[src/rtl/urmt_pkg.sv]
// shared types and constants for the range match table
package urmt_pkg;

	localparam int MAX_ENTRIES = 64;
	localparam int VALUE_BITS  = 32;
	localparam int LABEL_BITS  = 32;
	localparam int FIELD_BITS  = 32;
	localparam int IDX_W       = (MAX_ENTRIES > 1) ? $clog2(MAX_ENTRIES) : 1;
	localparam int CNT_W       = $clog2(MAX_ENTRIES + 1);

	typedef enum logic [1:0] {
		OP_CLEAR = 2'd0,
		OP_LOAD  = 2'd1,
		OP_QUERY = 2'd2,
		OP_NONE  = 2'd3
	} op_t;

	typedef enum logic [1:0] {
		STAT_NONE     = 2'd0,
		STAT_UNIQUE   = 2'd1,
		STAT_MULTIPLE = 2'd2
	} status_t;

	// word moving down the cell chain: a load or a query
	typedef struct packed {
		logic                  vld;
		logic                  is_load;
		logic [IDX_W-1:0]      idx;
		logic [CNT_W-1:0]      cnt;
		logic [VALUE_BITS-1:0] lo;
		logic [VALUE_BITS-1:0] hi;
		logic [LABEL_BITS-1:0] label;
		status_t               hits;
	} tok_t;

endpackage

[src/rtl/urmt_cell.sv]
// one table entry: stores a range on a matching load, checks passing queries
module urmt_cell (
	input  logic                         clk,
	input  logic                         arst_n,
	input  logic [urmt_pkg::IDX_W-1:0]   cell_idx,
	input  urmt_pkg::tok_t               tok_in,
	output urmt_pkg::tok_t               tok_out
);

	logic [urmt_pkg::VALUE_BITS-1:0] lo_q;
	logic [urmt_pkg::VALUE_BITS-1:0] hi_q;
	logic [urmt_pkg::LABEL_BITS-1:0] label_q;
	urmt_pkg::tok_t                  tok_n;
	urmt_pkg::tok_t                  tok_q;
	logic                            wr;
	logic                            hit;

	assign wr = tok_in.vld && tok_in.is_load && (tok_in.idx == cell_idx);

	// entry storage, written when its load word passes
	always_ff @(posedge clk) begin
		if (wr) begin
			lo_q    <= tok_in.lo;
			hi_q    <= tok_in.hi;
			label_q <= tok_in.label;
		end
	end

	// range check against this entry when it was loaded before the query
	assign hit = tok_in.vld && !tok_in.is_load
		&& (urmt_pkg::CNT_W'(cell_idx) < tok_in.cnt)
		&& (tok_in.lo >= lo_q) && (tok_in.lo <= hi_q);

	always_comb begin
		tok_n = tok_in;
		if (hit) begin
			tok_n.label = label_q;
			if (tok_in.hits == urmt_pkg::STAT_NONE) begin
				tok_n.hits = urmt_pkg::STAT_UNIQUE;
			end else begin
				tok_n.hits = urmt_pkg::STAT_MULTIPLE;
			end
		end
	end

	// hand the word to the next cell
	always_ff @(posedge clk or negedge arst_n) begin
		if (!arst_n) begin
			tok_q <= '0;
		end else begin
			tok_q <= tok_n;
		end
	end

	assign tok_out = tok_q;

endmodule

[config.mk]
export PLATFORM = sky130hd
export DESIGN_NAME = urmt_cell
export DESIGN_NICKNAME = d
export VERILOG_FILES = /design/src/rtl/urmt_pkg.sv /design/src/rtl/urmt_cell.sv
export SDC_FILE = /design/constraint.sdc
export NUM_CORES = 1
export LEC_CHECK = 0
export ABC_AREA = 1
export BUFFER_PORTS_ARGS = -buffer_cell sky130_fd_sc_hd__buf_2
export CAP_MARGIN = 20
export CORE_ASPECT_RATIO = 0.7
export CORE_MARGIN = 4
export CORE_UTILIZATION = 56
export DETAILED_ROUTE_END_ITERATION = 10
export PLACE_DENSITY_LB_ADDON = 0.1
export RECOVER_POWER = 100
export SLEW_MARGIN = 20
export SYNTH_ARGS = -nofsm -noshare
export SYNTH_HDL_FRONTEND = slang
export SYNTH_SLANG_ARGS = --single-unit
[constraint.sdc]
create_clock -name clk -period 3.2 [get_ports clk]
set_input_delay 0 -clock clk [delete_from_list [all_inputs] [get_ports clk]]
set_output_delay 0 -clock clk [all_outputs]
set_load 0.05 [all_outputs]
* Word-level counts from Yosys, hierarchy flattened *
Index checks and enable logic that the tools add are counted.
Widths: inputs -> output; s select.

word-level totals
  flip-flop bits (word level) = 209
  input bits = 121
  output and inout bits = 113
  word-level logic and storage cells = 25

operators by class
  magnitude comparators = 3
  equal/unequal tests = 1
  multiplexer cells = 2
  reduce and logical (&&, ||, !) cells = 8

operator list
  kind               count
  $mux 34            1
  $ge 32x32->1       1
  $le 32x32->1       1
  $lt 6x7->1         1
  $eq 6x6->1         1
  $logic_and 1x1->1  6
  $logic_not 2->1    1
  $mux 2             1
  $logic_not 1->1    1

* Longest topological paths before layout *
Gate-level depths: netlist (run 1).

  depth in word-level cells = 6
  mapped depth = 17
  mapped depth without buffers = 16

* Worst setup path before layout (run 1) *
OpenSTA, ideal clock, no wires.

  path type = input port to flip-flop
  start = input port cell_idx[0] (netlist name)
  end = register hi_q[0] (netlist name) (enable)
  arrival time = 9.411 ns
  data required time = 2.414 ns
  path slack = -6.997 ns
  stages on the path = 4
  cells stage by stage = xor2_1 -> a21oi_1 -> o2111ai_1 -> nor4_1

between the ends
  word-level cells in the longest chain between the ends = 2

RTL lines
  what                    line             text
  start: declaration      urmt_cell.sv:5   input logic [urmt_pkg::IDX_W-1:0] cell_idx,
  $eq 6x6->1              urmt_cell.sv:18  assign wr = tok_in.vld && tok_in.is_load && (tok_in.idx == cell_idx);
  $logic_and 1x1->1       urmt_cell.sv:18
  via wr                  urmt_cell.sv:15  logic wr;
  end signal: assignment  urmt_cell.sv:24  hi_q <= tok_in.hi;
  end: declaration        urmt_cell.sv:11  logic [urmt_pkg::VALUE_BITS-1:0] hi_q;

The timed path passes the listed nets, and every way through them passes these cells.
A chain may end at the register's enable or synchronous reset.

==> key figures, run 1 <==
Clocking
  • Num CTS Buffers: 20
  • CTS root buf: clkbuf_16
  • Max clock buf depth: 3
  • CTS tree: yes
  • Worst skew pair latency: ~0.48 ns
  • Post-CTS setup buffers: 0
  • Clock sinks: 209
  • Clock Pin Slew Worst Setup and Hold Paths: about 0.060 ns
  • H-tree lvl count: 1

Run status
  • Failing checks: max-capacitance violations, max-slew violations
  • Run status: complete, but fails checks

Finish
  • Layout cells sized above 1: between 5 and 6%
  • Inserted Diodes: 0
  • Area delta synth->final: 35.93%
  • Filler cells: just under 1000
  • Final nets: 1185
  • Register Area: 5710 sq um
  • Multi-input gate area: ~2000 sq um

Timing
  • Post-route setup TNS: 0 ns
  • RSZ-0062 raised after global routing: false
  • Endpoints failing setup: 0
  • PnR worst setup slack: 0.3298 ns
  • Skew final: between 0.015 and 0.02 ns
  • Max_slew headroom: -2.035%
  • Worst hold slack: 0.1724 ns
  • Final Hold Viols: 0
  • Actual slew at the worst max-slew pin: around 1.5 ns
  • Pins Over Slew Limit: 64
  • Max frequency: 348.4 MHz
  • Crit path time final: 2.870 ns
  • Final Cycle Share: ~90%

Logic synthesis
  • Synth Cell Area: 8139 sq um
  • Most frequent cell after synthesis: nand2_1
  • Number of synthesized flops with an enable pin: between 90 and 100
  • Synth area leaders: edfxtp_1, dfrtp_1, ha_1
  • Sequential fraction of the synthesis area: 70.16%
  • Post-synth top area cell: edfxtp_1
  • Avg Cell Area, Syn: 12.92 sq um
  • Synthesized Nets: 820
  • Post-Syn Instances: between 600 and 700
  • Synth Flop Type: dfrtp_1
  • Synth top cells by count: nand2_1, dfrtp_1, edfxtp_1
  • Synth Register Bits: approximately 210
  • Ys Warns: 0
  • Top cell type's share of synthesized area: approximately 35%
  • Synth cell types: 28
  • Fraction of registers with async set/reset: 54.07%

GRT
  • GRT Total Usage: around 25%
  • Initial antenna violation count: 0
  • First-pass GRT wire length: 32980 um
  • Gr ovfl total: 0
  • Largest net degree at the start of global routing: 97
  • Vias in the first global route: 6470

Detailed routing
  • Detail Route Antenna Nets: 0
  • Final wirelength: 20350 um
  • Drt first pass iters: 5
  • Residual DRC: 0
  • DR vias: ~6000
  • Via-to-Cell Ratio: around 5.0
  • DR iter-0 viols: 348
  • Wirelength per Cell: 16.97 um

Power
  • Lkg Pwr: roughly 0.0049 uW
  • Maximum VDD drop: roughly 0.36 mV
  • Power Dens Cells: between 500 and 600 nW/um^2

Floorplanning
  • Die width: 152.1 um
  • Initial Util: 57.91%
  • Num ports: 234
  • Die Y: 108.9 um
  • Rows: 36
  • Floorplan core area: between 10000 and 15000 sq um
  • DIE AREA: 16560 sq um

Critical path
  • Crit path kind: reg -> reg
  • Critical Path End Type: flop
  • Crit path top cell by count: nand2_1
  • CP Data Required Time: around 3.6 ns
  • Reg2Reg Setup Slack: between 0.3 and 0.4 ns
  • Worst Path Max Fanout: 35
  • Critical Path Max Stage Delay: 0.54 ns
  • Arr. time, crit path: around 3.3 ns
  • CP max-delay cell: dlygate4sd3_1
  • CP cell instances: inv_1 > ha_1 > nand2_1 > nor2_1 > nand2_1 > nor4_2 > nand4_1 > nand2_2 > buf_4 > nand3_1 > nand2_1 > dlygate4sd3_1
  • Critical path launch point type: flop

Hold path
  • Worst min path class: in -> reg

Placement
  • GP Congestion: ~0.8
  • I/O Buffers: roughly 230
  • DP Wirelength: 13040 um
  • Dpl ws: 0.5918 ns

Job
  • Max-Cap Viols: 1
==> through the flow <==
step           std cells  utilization (%)  area (sq um)  power (uW)
2_1_floorplan        630                -          8154        3417
3_3_place_gp        1048            67.91          9544        3676
3_5_place_dp        1048            67.91          9544        3699
4_1_cts             1199            80.87         11360        6170
5_1_grt             1199            78.72         11060        6327
6_report            1199            78.72         11060        6087
==> sequential cells by signal (all words and copies together), names as in the netlist <==
name,cells
tok_out,113
hi_q,32
label_q,32
lo_q,32
==> repair_timing <==
action | CTS | global route
hold buffers | 115 | 0
gates resized for setup | 0 | 0
hold endpoints to repair | 271 | 0
==> cells by family after synthesis <==
group           share of synthesized area (%)
buf+inv                                 4.888
compound gates                          3.321
fa+ha+maj                               10.61
simple gates                            10.59
xor+xnor                               0.4304
flops                                   70.16
==> report_power, final <==
group	internal, uW	switching (uW)	leakage [uW]	total (uW)
Clock	1430	927	0.000325	2360
Combinational	229	569	0.00240	798
Sequential	2900	28.6	0.00218	2930
==> path summary, 6_finish.rpt <==
check,start,end,cells after the start
worst max-delay path,hi_q[27],tok_out[1],12
worst min-delay path,tok_in[42],tok_out[42],2
worst max register to register,hi_q[27],tok_out[1],12
worst min register to register,label_q[27],tok_out[29],2
max in group asynchronous,arst_n,tok_out[26],3
min in group asynchronous,arst_n,tok_out[78],2
==> critical path: cells and delay by family (launching register included) <==
family	cells	cell delay (ns)
fa+ha+maj	1	0.28
buf+inv	3	0.96
flops	1	0.33
simple gates	8	1.22
==> final cells by class <==
type,instances,area share (%)
Timing Repair Buffer,352,18.74
Clock inverter,1,0.2714
Multi-Input combinational cell,325,18.49
Sequential cell,209,51.62
Inverter,87,2.952
Tap cell,190,2.149
Clock buffer,35,5.779
==> routing by layer <==
| layer | part of all wire, % | track usage (%) |
|---|---|---|
| met3 | 8.5 | 7.616 |
| met2 | 50 | 44.20 |
| met4 | 2.3 | 6.222 |
| met5 | 0 | 0 |
| met1 | 40 | 30.59 |
==> layout by cell type, fill, tap and decap left out, types with 2 or more instances in the layout <==
cell type,count
nand3_1,37
nor2_1,20
o21a_1,3
inv_1,86
buf_4,2
nand4_1,7
dfrtp_1,113
ha_1,69
clkbuf_2,2
xor2_1,4
nand2_1,131
buf_2,15
edfxtp_1,96
nor3_1,2
o21ai_0,7
clkbuf_16,22
clkbuf_1,226
a21oi_1,33
dlygate4sd3_1,115
o21bai_1,2
clkbuf_8,4
(Power assumes the default switching activity.)
==> run 2, diff against run 1 <==
--- a/config.mk
+++ b/config.mk
@@ -10,7 +10,8 @@
 export CAP_MARGIN = 20
 export CORE_ASPECT_RATIO = 0.7
 export CORE_MARGIN = 4
-export CORE_UTILIZATION = 56
+export CORE_UTILIZATION = 58
+export CTS_BUF_LIST = sky130_fd_sc_hd__clkbuf_2 sky130_fd_sc_hd__clkbuf_4 sky130_fd_sc_hd__clkbuf_8
 export DETAILED_ROUTE_END_ITERATION = 10
 export PLACE_DENSITY_LB_ADDON = 0.1
 export RECOVER_POWER = 100
==> key figures, run 2 (same netlist as run 1, synthesis figures left out) <==
Critical path
  • Worst Setup SP: hi_q[31] (was hi_q[27])
  • Worst Path Buf+Inv: 3 (unchanged)
  • Reg2Reg Depth: 12 (unchanged)
  • Cell family with most CP delay: simple AND/OR/NAND/NOR gates (unchanged)
  • CP Data Required Time: 3.66 ns (was 3.62 ns)
  • Reg2Reg Setup Slack: 0.43 ns (was 0.33 ns)
  • CP max-delay cell: dlygate4sd3_1 (unchanged)
  • Critical path launch point type: flop (unchanged)
  • Critical Path End Type: flop (unchanged)
  • Arr. time, crit path: 3.23 ns (was 3.29 ns)
  • Crit path kind: reg -> reg (unchanged)
  • CP cell instances: inv_1 > ha_1 > nand2_1 > nor2_1 > nand2_1 > nor4_2 > nand4_1 > nand2_2 > buf_4 > nand3_1 > nand2_1 > dlygate4sd3_1 (unchanged)
  • Worst Path Max Fanout: 35 (unchanged)
  • Crit path top cell by count: nand2_1 (unchanged)
  • Critical R2R Capture: tok_out[1] (unchanged)
  • FF-to-FF Start: hi_q[31] (was hi_q[27])
  • Critical Path Max Stage Delay: 0.54 ns (about the same)

Finish
  • Area delta synth->final: 36.14% (was 35.93%)
  • Max reg flops: 113 (unchanged)
  • Final nets: 1195 (was 1185)
  • Commonest non-fill, non-tap cell in the layout: clkbuf_1 (unchanged)
  • Post-Layout Inst Area: 11080 sq um (was 11060 sq um)
  • Finished Core Util: 82.42% (was 78.72%)
  • Inserted Diodes: 0 (unchanged)
  • Most frequent cells in the layout: clkbuf_1, nand2_1, dlygate4sd3_1, dfrtp_1, edfxtp_1 (unchanged)
  • Layout cells sized above 1: 8.066% (was 5.451%)

Timing
  • Final Hold Viols: 0 (unchanged)
  • RSZ-0062 raised after global routing: false (unchanged)
  • Skew final: 0.01778 ns (was 0.01539 ns)
  • Crit path time final: 2.765 ns (was 2.870 ns)
  • Endpoints failing setup: 0 (unchanged)
  • Pins Over Slew Limit: 114 (was 64)
  • Max frequency: 361.6 MHz (was 348.4 MHz)
  • Max_slew headroom: -66.17% (was -2.035%)
  • Actual slew at the worst max-slew pin: 2.493 ns (was 1.531 ns)
  • Final Cycle Share: 86.42% (was 89.69%)

Clocking
  • Post-CTS setup buffers: 0 (unchanged)
  • H-tree lvl count: 1 (unchanged)
  • Post-CTS sizing: 0 (unchanged)
  • CTS tree: yes (unchanged)
  • Clock Pin Slew Worst Setup and Hold Paths: 0.07 ns (was 0.06 ns)
  • Max clock buf depth: 3 (unchanged)
  • Worst skew pair latency: 0.53 ns (was 0.48 ns)
  • Clock sinks: 209 (unchanged)
  • CTS root buf: clkbuf_8 (was clkbuf_16)
  • Hold buffer count at CTS: 115 (unchanged)
  • Num CTS Buffers: 30 (was 20)

Floorplanning
  • Die width: 149.6 um (was 152.1 um)
  • DIE AREA: 16020 sq um (was 16560 sq um)
  • Initial Util: 60.54% (was 57.91%)
  • Floorplan core area: 13440 sq um (was 14050 sq um)
  • Num ports: 234 (unchanged)
  • Die Y: 107.1 um (was 108.9 um)
  • Rows: 35 (was 36)

GRT
  • Initial antenna violation count: 0 (unchanged)
  • Largest net degree at the start of global routing: 114 (was 97)
  • Gr ovfl total: 0 (unchanged)
  • First-pass GRT wire length: 33180 um (was 32980 um)
  • GRT Total Usage: 26.51% (was 24.98%)
  • Vias in the first global route: 6568 (was 6470)

Hold path
  • Worst min path class: in -> reg (unchanged)
  • Hold path startpoint: tok_in[47] (was tok_in[42])
  • WHS Endpoint: tok_out[47] (was tok_out[42])
  • Hold path cells: 2 (unchanged)

Job
  • Max-Cap Viols: 1 (unchanged)

Run status
  • Run status: complete, but fails checks (unchanged)
  • Failing checks: max-capacitance violations, max-slew violations (unchanged)

Detailed routing
  • Via-to-Cell Ratio: 5.016 (was 5.020)
  • DR vias: 6090 (was 6019)
  • Drt first pass iters: 5 (unchanged)
  • Wirelength per Cell: 17.06 um (was 16.97 um)
  • DR iter-0 viols: 340 (was 348)
  • Residual DRC: 0 (unchanged)
  • Detail Route Antenna Nets: 0 (unchanged)
  • Final wirelength: 20710 um (was 20350 um)

Power
  • Maximum VDD drop: 0.3358 mV (was 0.3635 mV)
  • Power Dens Cells: 546.9 nW/um^2 (was 550.2 nW/um^2)
  • Lkg Pwr: 0.004949 uW (was 0.004909 uW)

Placement
  • Area after DPL: 9538 sq um (was 9544 sq um)
  • GP Congestion: 0.8091 (was 0.8044)
  • I/O Buffers: 233 (unchanged)
  • DP Wirelength: 12780 um (was 13040 um)
[run 2: worst register-to-register path, stage by stage, from the launching register on]
cell           delay [ns]
edfxtp_1             0.34
inv_1                0.05
ha_1                 0.29
nand2_1              0.08
nor2_1               0.14
nand2_1              0.12
nor4_2               0.30
nand4_1              0.16
nand2_2              0.11
buf_4                0.37
nand3_1              0.15
nand2_1              0.08
dlygate4sd3_1        0.54
[run 2: worst max-delay path by stage]
stage	to	cells after the start
floorplan	hi_q[0]	4
global placement	tok_out[24]	12
detailed placement	tok_out[5]	12
CTS	tok_out[1]	12
global route	tok_out[1]	12
finish	tok_out[1]	12
[run 2: area by class of cell]
class	instances	area, sq um
timing repair buffer	352	2077
inverter	87	326.6
tap	185	231.5
clock inverter	8	93.84
multi-input combinational	325	2043
clock buffer	48	598.1
sequential	209	5710
fill	868	2364
[run 2: per-layer routing]
metal | vias to the layer above | global-route usage (%) | part of all wire, %
li1 | 2858 | - | -
met1 | 2927 | 32.69 | 39
met2 | 275 | 46.61 | 51
met3 | 30 | 7.520 | 8.6
met4 | 0 | 6.466 | 1.6
met5 | - | 0 | 0
[run 2: where the power goes]
group          total, uW  internal, uW  leakage, uW  switching (uW)
Sequential          2930          2900      0.00218            28.9
Combinational        798           229      0.00241             569
Clock               2330          1350     0.000361             983
[run 2: through the flow]
step                power (uW)  instances  hold slack [ns]  worst slack, ns  TNS [ns]
finish                    6060       1214           0.1253           0.4346         0
global route              6294       1214           0.1080           0.2281         0
CTS                       6116       1214          0.09280           0.4355         0
detailed placement        3696       1043           0.1235           0.6159         0
global placement          3675       1043           0.1203           0.7290         0
floorplan                 3417        630          -0.2956          -0.6857    -65.83
